===== config.mk =====
export PLATFORM = sky130hd
export DESIGN_NAME = box_frustum_outcode_cull
export DESIGN_NICKNAME = d
export VERILOG_FILES = /design/src/rtl/core/bfoc_pkg.sv /design/src/rtl/core/box_frustum_outcode_cull.sv
export SDC_FILE = /design/constraint.sdc
export NUM_CORES = 2
export LEC_CHECK = 0
export BUFFER_PORTS_ARGS = -buffer_cell sky130_fd_sc_hd__buf_2
export CORE_MARGIN = 10
export CORE_UTILIZATION = 45
export CTS_BUF_LIST = sky130_fd_sc_hd__clkbuf_4 sky130_fd_sc_hd__clkbuf_8
export DETAILED_ROUTE_END_ITERATION = 10
export MAX_ROUTING_LAYER = met4
export PLACE_DENSITY = 0.59
export SYNTH_ARGS = -nofsm -noshare
export SYNTH_HDL_FRONTEND = slang
export SYNTH_SLANG_ARGS = --single-unit

===== constraint.sdc =====
create_clock -name clk_i -period 10.65 [get_ports clk_i]
set_input_delay 2.13 -clock clk_i [delete_from_list [all_inputs] [get_ports clk_i]]
set_output_delay 2.13 -clock clk_i [all_outputs]
set_load 0.05 [all_outputs]

===== src/rtl/core/bfoc_pkg.sv =====
// Shared types and constants for the box frustum outcode cull block.
`default_nettype none
package bfoc_pkg;

  localparam int unsigned CORNERS = 8;
  localparam int unsigned CNT_W   = 3;
  localparam logic [CNT_W-1:0] LAST_CNT = CNT_W'(CORNERS - 1);

  localparam int unsigned NUM_REGS = 8;
  localparam int unsigned ADDR_W   = 6;

  localparam logic [63:0] ONE_Q32 = 64'h0000_0001_0000_0000;

  localparam logic [63:0] MVP_RESET [NUM_REGS] = '{
    64'h0000_0000_0001_0000,
    64'h0000_0000_0000_0000,
    64'h0001_0000_0000_0000,
    64'h0000_0000_0000_0000,
    64'h0000_0000_0000_0000,
    64'h0000_0000_0001_0000,
    64'h0000_0000_0000_0000,
    64'h0001_0000_0000_0000
  };

  typedef logic [1:0] side_t;
  localparam side_t SIDE_IN  = 2'b00;
  localparam side_t SIDE_POS = 2'b01;
  localparam side_t SIDE_NEG = 2'b11;

  typedef enum logic [3:0] {
    ST_IDLE = 4'b0001,
    ST_MAC  = 4'b0010,
    ST_SIDE = 4'b0100,
    ST_DONE = 4'b1000
  } state_e;

  localparam logic [4:0] MAC_LAST = 5'd16;

  localparam logic [1:0] SUB_W = 2'd0;
  localparam logic [1:0] SUB_X = 2'd1;
  localparam logic [1:0] SUB_Y = 2'd2;

endpackage
`default_nettype wire


===== src/rtl/core/box_frustum_outcode_cull.sv =====
// Top level of the box frustum outcode cull block.
//
//  channel   | dir | handshake             | payload
//  s_axis    | in  | tvalid/tready         | tdata[127:0] = corner_x, y, z, w
//  m_axis    | out | tvalid/tready         | tdata[7:0]   = box_visible in bit 0
//  apb       | in  | psel/penable/pready   | 64-bit mvp matrix registers at 8*i
//
// A corner is accepted in IDLE; MAC then runs the sixteen multiply-accumulates on the
// shared 32x32 multiplier, SIDE uses the shared magnitude logic for w, x/w and y/w
// in turn, and DONE updates the outcode state.
// Reset loads the identity matrix and clears the corner count; no clearing pass.
// A pending result holds the block only when the next box result is due.
`default_nettype none
module box_frustum_outcode_cull (
  input  wire logic         clk_i,
  input  wire logic         rst_ni,
  input  wire logic         s_axis_tvalid,
  output logic              s_axis_tready,
  // tdata: corner_x[31:0], corner_y[63:32], corner_z[95:64], corner_w[127:96]
  input  wire logic [127:0] s_axis_tdata,
  output logic              m_axis_tvalid,
  input  wire logic         m_axis_tready,
  // tdata: box_visible[0], zero fill [7:1]
  output logic [7:0]        m_axis_tdata,
  input  wire logic         psel,
  input  wire logic         penable,
  input  wire logic         pwrite,
  input  wire logic [bfoc_pkg::ADDR_W-1:0] paddr,
  input  wire logic [63:0]  pwdata,
  output logic [63:0]       prdata,
  output logic              pready
);

  logic [63:0] mvp_q [bfoc_pkg::NUM_REGS];
  logic [2:0]  reg_idx;

  bfoc_pkg::state_e state_q, state_d;

  logic [31:0] p_q [4];
  logic [4:0]  step_q;
  logic [1:0]  sub_q;
  logic [63:0] prod_q;
  logic [63:0] acc_q;
  logic [63:0] c_q [4];
  logic [63:0] wmag_q;
  logic        wneg_q;

  bfoc_pkg::side_t sx_q, sy_q, sz_q;
  bfoc_pkg::side_t fx_q, fy_q, fz_q;
  bfoc_pkg::side_t fx_d, fy_d, fz_d;
  logic [2:0]  flags_q, flags_d;
  logic [bfoc_pkg::CNT_W-1:0] cnt_q;

  logic        out_valid_q;
  logic        out_vis_q;

  logic [1:0]  row_s, col_s;
  logic [3:0]  prev_s;
  logic [63:0] ent_pair;
  logic [31:0] ent;
  logic [63:0] mul_res;
  logic [63:0] acc_sum;

  logic [63:0] num;
  logic        nneg;
  logic [63:0] nmag;
  bfoc_pkg::side_t side_n;
  bfoc_pkg::side_t side_zc;

  logic        last;
  logic        culled;
  logic        done_go;

  assign pready  = 1'b1;
  assign reg_idx = paddr[5:3];
  assign prdata  = mvp_q[reg_idx];

  always_ff @(posedge clk_i or negedge rst_ni) begin
    if (!rst_ni) begin
      for (int i = 0; i < bfoc_pkg::NUM_REGS; i++) begin
        mvp_q[i] <= bfoc_pkg::MVP_RESET[i];
      end
    end else if (psel && penable && pwrite) begin
      mvp_q[reg_idx] <= pwdata;
    end
  end

  assign row_s    = step_q[3:2];
  assign col_s    = step_q[1:0];
  assign prev_s   = step_q[3:0] - 4'd1;
  assign ent_pair = mvp_q[{row_s, col_s[1]}];
  assign ent      = col_s[0] ? ent_pair[63:32] : ent_pair[31:0];
  assign mul_res  = 64'($signed(ent) * $signed(p_q[col_s]));
  assign acc_sum  = (prev_s[1:0] == 2'd0) ? prod_q : acc_q + prod_q;

  assign num  = (sub_q == bfoc_pkg::SUB_W) ? c_q[3] :
                (sub_q == bfoc_pkg::SUB_X) ? c_q[0] : c_q[1];
  assign nneg = num[63];
  assign nmag = nneg ? (64'd0 - num) : num;

  always_comb begin
    if (nmag <= wmag_q) begin
      side_n = bfoc_pkg::SIDE_IN;
    end else if (nneg != wneg_q) begin
      side_n = bfoc_pkg::SIDE_NEG;
    end else begin
      side_n = bfoc_pkg::SIDE_POS;
    end
  end

  always_comb begin
    if (c_q[2][63]) begin
      side_zc = bfoc_pkg::SIDE_NEG;
    end else if (c_q[2] > bfoc_pkg::ONE_Q32) begin
      side_zc = bfoc_pkg::SIDE_POS;
    end else begin
      side_zc = bfoc_pkg::SIDE_IN;
    end
  end

  always_comb begin
    if (cnt_q == '0) begin
      fx_d    = sx_q;
      fy_d    = sy_q;
      fz_d    = sz_q;
      flags_d = 3'b111;
    end else begin
      fx_d    = fx_q;
      fy_d    = fy_q;
      fz_d    = fz_q;
      flags_d = flags_q;
      if (sx_q != fx_q) flags_d[0] = 1'b0;
      if (sy_q != fy_q) flags_d[1] = 1'b0;
      if (sz_q != fz_q) flags_d[2] = 1'b0;
    end
  end

  assign last    = cnt_q >= bfoc_pkg::LAST_CNT;
  assign culled  = (flags_d[0] && (fx_d != bfoc_pkg::SIDE_IN)) ||
                   (flags_d[1] && (fy_d != bfoc_pkg::SIDE_IN)) ||
                   (flags_d[2] && (fz_d != bfoc_pkg::SIDE_POS));
  assign done_go = !last || !out_valid_q || m_axis_tready;

  always_comb begin
    state_d = state_q;
    case (state_q)
      bfoc_pkg::ST_IDLE: begin
        if (s_axis_tvalid) state_d = bfoc_pkg::ST_MAC;
      end
      bfoc_pkg::ST_MAC: begin
        if (step_q == bfoc_pkg::MAC_LAST) state_d = bfoc_pkg::ST_SIDE;
      end
      bfoc_pkg::ST_SIDE: begin
        if (sub_q == bfoc_pkg::SUB_Y) state_d = bfoc_pkg::ST_DONE;
      end
      bfoc_pkg::ST_DONE: begin
        if (done_go) state_d = bfoc_pkg::ST_IDLE;
      end
      default: state_d = bfoc_pkg::ST_IDLE;
    endcase
  end

  assign s_axis_tready = (state_q == bfoc_pkg::ST_IDLE);

  always_ff @(posedge clk_i or negedge rst_ni) begin
    if (!rst_ni) begin
      state_q     <= bfoc_pkg::ST_IDLE;
      step_q      <= '0;
      sub_q       <= bfoc_pkg::SUB_W;
      cnt_q       <= '0;
      fx_q        <= bfoc_pkg::SIDE_IN;
      fy_q        <= bfoc_pkg::SIDE_IN;
      fz_q        <= bfoc_pkg::SIDE_IN;
      flags_q     <= 3'b111;
      out_valid_q <= 1'b0;
    end else begin
      state_q <= state_d;
      if (state_q == bfoc_pkg::ST_DONE && done_go && last) begin
        out_valid_q <= 1'b1;
      end else if (m_axis_tready) begin
        out_valid_q <= 1'b0;
      end
      case (state_q)
        bfoc_pkg::ST_IDLE: begin
          step_q <= '0;
          sub_q  <= bfoc_pkg::SUB_W;
        end
        bfoc_pkg::ST_MAC: begin
          step_q <= step_q + 5'd1;
        end
        bfoc_pkg::ST_SIDE: begin
          sub_q <= sub_q + 2'd1;
        end
        bfoc_pkg::ST_DONE: begin
          if (done_go) begin
            fx_q    <= fx_d;
            fy_q    <= fy_d;
            fz_q    <= fz_d;
            flags_q <= flags_d;
            if (last) begin
              cnt_q <= '0;
            end else begin
              cnt_q <= cnt_q + 1'b1;
            end
          end
        end
        default: begin
          step_q <= '0;
        end
      endcase
    end
  end

  always_ff @(posedge clk_i) begin
    if (s_axis_tvalid && s_axis_tready) begin
      p_q[0] <= s_axis_tdata[31:0];
      p_q[1] <= s_axis_tdata[63:32];
      p_q[2] <= s_axis_tdata[95:64];
      p_q[3] <= s_axis_tdata[127:96];
    end
    if (state_q == bfoc_pkg::ST_MAC) begin
      if (step_q != bfoc_pkg::MAC_LAST) prod_q <= mul_res;
      if (step_q != 5'd0) begin
        acc_q <= acc_sum;
        if (prev_s[1:0] == 2'd3) c_q[prev_s[3:2]] <= acc_sum;
      end
    end
    if (state_q == bfoc_pkg::ST_SIDE) begin
      case (sub_q)
        bfoc_pkg::SUB_W: begin
          wmag_q <= nmag;
          wneg_q <= nneg;
          sz_q   <= side_zc;
        end
        bfoc_pkg::SUB_X: sx_q <= side_n;
        bfoc_pkg::SUB_Y: sy_q <= side_n;
        default: sy_q <= side_n;
      endcase
    end
    if (state_q == bfoc_pkg::ST_DONE && done_go && last) begin
      out_vis_q <= !culled;
    end
  end

  assign m_axis_tvalid = out_valid_q;
  assign m_axis_tdata  = {7'd0, out_vis_q};

endmodule
`default_nettype wire

==> results.py <==
metrics = {
    "global_routing": {
        "grt_util_met2_pct": 35.9,
        "top_usage_layer": "met2",
        "grt_pass1_vias": 65163,
        "met3_usage_pct": 5.16,
        "grt_remaining_overflow": 0,
        "grt_usage_pct": 23.9,
        "grt_pass1_wl_um": 391000,
        "use_met1_pct": 32.5,
        "grt_max_degree": 149,
        "antenna_found_initial": 29,
    },
    "synthesis": {
        "yosys_warnings": 0,
        "yosys.area.top_type_share_pct": 24.3,
        "avgSynthCellArea_um2": 11.4,
        "yosysMostFrequentCell": "fa_1",
        "synth_area_leader_cell": "fa_1",
        "syn_inst": 7845,
        "synth_common_cells": "fa_1, inv_1, nand2_1",
        "synth-seq-area-share_pct": 34.7,
        "synthArstFlopShare_pct": 47.9,
        "synth-edff-count": 584,
        "ys.flop_type": "edfxtp_1",
        "synth_area_leaders": "fa_1, edfxtp_1, dfrtp_1",
        "netlist-cell-type-count": 87,
        "synth-seq-cells": 1120,
        "syn_area_um2": 89100,
    },
    "clock_tree": {
        "cts.clk_slew.worst_paths_ps": 80,
        "clock-sinks": 1120,
        "ctsHoldBuffers": 0,
        "clockBufferDepth": 3,
        "numCtsBuffers": 188,
        "cts_root_buf": "clkbuf_8",
        "h-tree-depth": 4,
        "cts_tree": "done",
        "clk_latency_ps": 990,
    },
    "route": {
        "viasPerCell": 5.56,
        "avgRoutedWirePerCell_um": 23.0,
        "detail-route-antenna-nets": 0,
        "first_iter_violations": 5001,
        "first_pass_iters": 6,
        "route.detailed.drc": 0,
        "detailroute.via_count": 60913,
        "routed_wl_um": 252000,
    },
    "worst_setup_path": {
        "worstReg2RegEnd": "prod_q[61]",
        "worstRegToRegCells": 29,
        "crit_arrival_ps": 11000,
        "cp-start-kind": "flip-flop",
        "crit_required_ps": 11350,
        "reg2reg_slack_ps": 350,
        "timing.rr.start": "step_q[1]",
        "cpMaxStageDelayCell": "dfrtp_4",
        "critical-path-max-stage-delay_ps": 670,
        "cp-end-kind": "flip-flop",
        "path_common_cell": "fa_1",
        "critPathKind": "reg2reg",
        "crit_path_max_fanout": 28,
    },
    "layout": {
        "synthToLayoutAreaGrowth_pct": 10.5,
        "fin_util_pct": 50.0,
        "num-nets-final": 9728,
        "layout-drive-gt1-share_pct": 19.6,
        "fin_area_um2": 98500,
    },
    "floorplan": {
        "die_w_um": 465,
        "die_area_um2": 216000,
        "core-area_um2": 197000,
        "ios": 280,
        "initial_core_util_pct": 45.2,
        "rows": 163,
        "fp.dieH_um": 465,
    },
    "status": {
        "status": "finished, final reports clean",
    },
    "timing": {
        "final.setup.tns_ps": 0,
        "period_minus_slack_ps": 10300,
        "setup_viol": 0,
        "rsz0062_at_grt": "false",
        "clock_skew_ps": 66.9,
        "slew_headroom_pct": 20.6,
        "hold_viol_final": 0,
        "final-max-slew-violation-count": 0,
        "worst_pin_slew_ps": 1190,
        "fin_crit_sh_pct": 96.7,
        "max_freq_mhz": 97.1,
    },
    "run": {
        "drv_cap": 0,
    },
    "min_path": {
        "min-delay-start": "flags_q[0]",
        "min_path_type": "reg2reg",
        "hold_end": "flags_q[0]",
        "hold_depth": 2,
    },
    "placed_design": {
        "placed_area_um2": 94200,
        "io_buffers": 268,
        "dp_hpwl_um": 185000,
        "gp_congestion": 0.931,
    },
}
-- worst max-delay path by stage --
| stage | start | end |
|---|---|---|
| after floorplan | step_q[1] | prod_q[61] |
| final | step_q[1] | prod_q[61] |
| after detailed placement | step_q[1] | prod_q[63] |
| after CTS | step_q[1] | prod_q[63] |
| after global placement | step_q[1] | prod_q[63] |
| after global routing | step_q[1] | prod_q[60] |
-- sequential cells by signal, indices dropped and copies added, names as in the netlist, 2 cells and up --
| name | count |
|---|---|
| state_q | 4 |
| p_q | 128 |
| fz_q | 2 |
| prod_q | 64 |
| c_q | 256 |
| cnt_q | 3 |
| sx_q | 2 |
| fx_q | 2 |
| flags_q | 3 |
| step_q | 5 |
| sz_q | 2 |
| fy_q | 2 |
| sy_q | 2 |
| mvp_q | 512 |
| wmag_q | 64 |
| acc_q | 64 |
| sub_q | 2 |
-- kinds of logic (layout without fill, tap and decap cells) --
group	count (synthesis)	in the layout	share of synthesized area (%)
DFF	1120	1120	34.7
buffers and inverters	1478	1901	6.33
and+or+nand+nor	1861	1861	9.15
adders and majority gates	1405	1405	28.8
muxes	796	796	11.8
xor gates and xnor gates	199	199	1.96
AOI/OAI and AO/OA	984	984	7.17
other	2	41	0.00843
-- what timing repair did --
action	in CTS	in global routing
setup buffers	0	1
resized for setup	0	2
endpoints found under the setup margin	0	9
-- stage by stage --
stage / setup slack (ps) / hold slack (ps) / cells
finish: 353 / 493 / 10947
global route: 3.85 / 537 / 10944
global placement: 304 / 473 / 10567
CTS: 289 / 495 / 10913
floorplan: 922 / 427 / 7851
detailed placement: 338 / 488 / 10567
-- worst max-delay path: cells and delay by family (launching register included) --
kind	cells	cell delay (ps)
XOR/XNOR	1	160
multiplexers	1	560
adder cells (fa/ha/maj)	9	4570
flip-flops	1	670
buffers and inverters	5	1010
AND/OR/NAND/NOR	4	530
AO/OA/AOI/OAI	9	2460
-- cell usage in the layout (no fill, tap or decap), types with 14 or more instances in the layout --
| cell | netlist | final |
|---|---|---|
| fa_1 | 1083 | 1083 |
| inv_1 | 1058 | 1057 |
| nand2_1 | 800 | 800 |
| nor2_1 | 596 | 584 |
| edfxtp_1 | 584 | 584 |
| mux2_2 | 562 | 562 |
| dfrtp_1 | 528 | 524 |
| ha_1 | 322 | 319 |
| buf_2 | 22 | 267 |
| a22oi_1 | 256 | 256 |
| clkbuf_8 | 0 | 215 |
| buf_4 | 12 | 212 |
| a21oi_1 | 199 | 198 |
| o21ai_0 | 170 | 159 |
| mux4_2 | 144 | 144 |
| xnor2_1 | 126 | 126 |
| nand4_1 | 113 | 113 |
| a21o_1 | 107 | 107 |
| mux2i_1 | 83 | 83 |
| xor2_1 | 73 | 73 |
| nand3_1 | 64 | 64 |
| clkbuf_4 | 0 | 63 |
| o21a_1 | 60 | 60 |
| nor2b_1 | 60 | 60 |
| and2_1 | 59 | 58 |
| nand2b_1 | 51 | 51 |
| a31oi_1 | 36 | 36 |
| diode_2 | 0 | 33 |
| o21ai_1 | 40 | 32 |
| o21bai_1 | 24 | 24 |
| clkinv_1 | 2 | 21 |
| nor4_1 | 21 | 20 |
| nor3_1 | 22 | 20 |
| a211oi_1 | 18 | 18 |
| clkinv_2 | 0 | 18 |
| o21ai_2 | 0 | 17 |
| o31ai_1 | 16 | 16 |
| and3_1 | 16 | 15 |
| or3_1 | 14 | 14 |
| buf_12 | 0 | 14 |
-- per-layer routing --
metal | wire length, um | vias to the layer above | share of wire [%]
met2 | 113000 | 2385 | 45
met4 | 8080 | 0 | 3.2
met3 | 21600 | 431 | 8.6
met1 | 109000 | 31310 | 43
met5 | 0 | - | 0
li1 | - | 26787 | -
-- layout make-up --
| cell class | count | area [um2] |
|---|---|---|
| clock inverters | 68 | 727 |
| diodes | 33 | 82.6 |
| inverters | 1061 | 3980 |
| multi-input cells | 5253 | 52800 |
| repair buffers | 494 | 3220 |
| clock buffers | 278 | 3430 |
| fillers | 17537 | 98700 |
| flip-flops and latches | 1120 | 31000 |
| well taps | 2640 | 3300 |
Power is left out: the tool's default activity adds up to more than one toggle a clock period on the data nets, which glitch-free logic cannot reach.
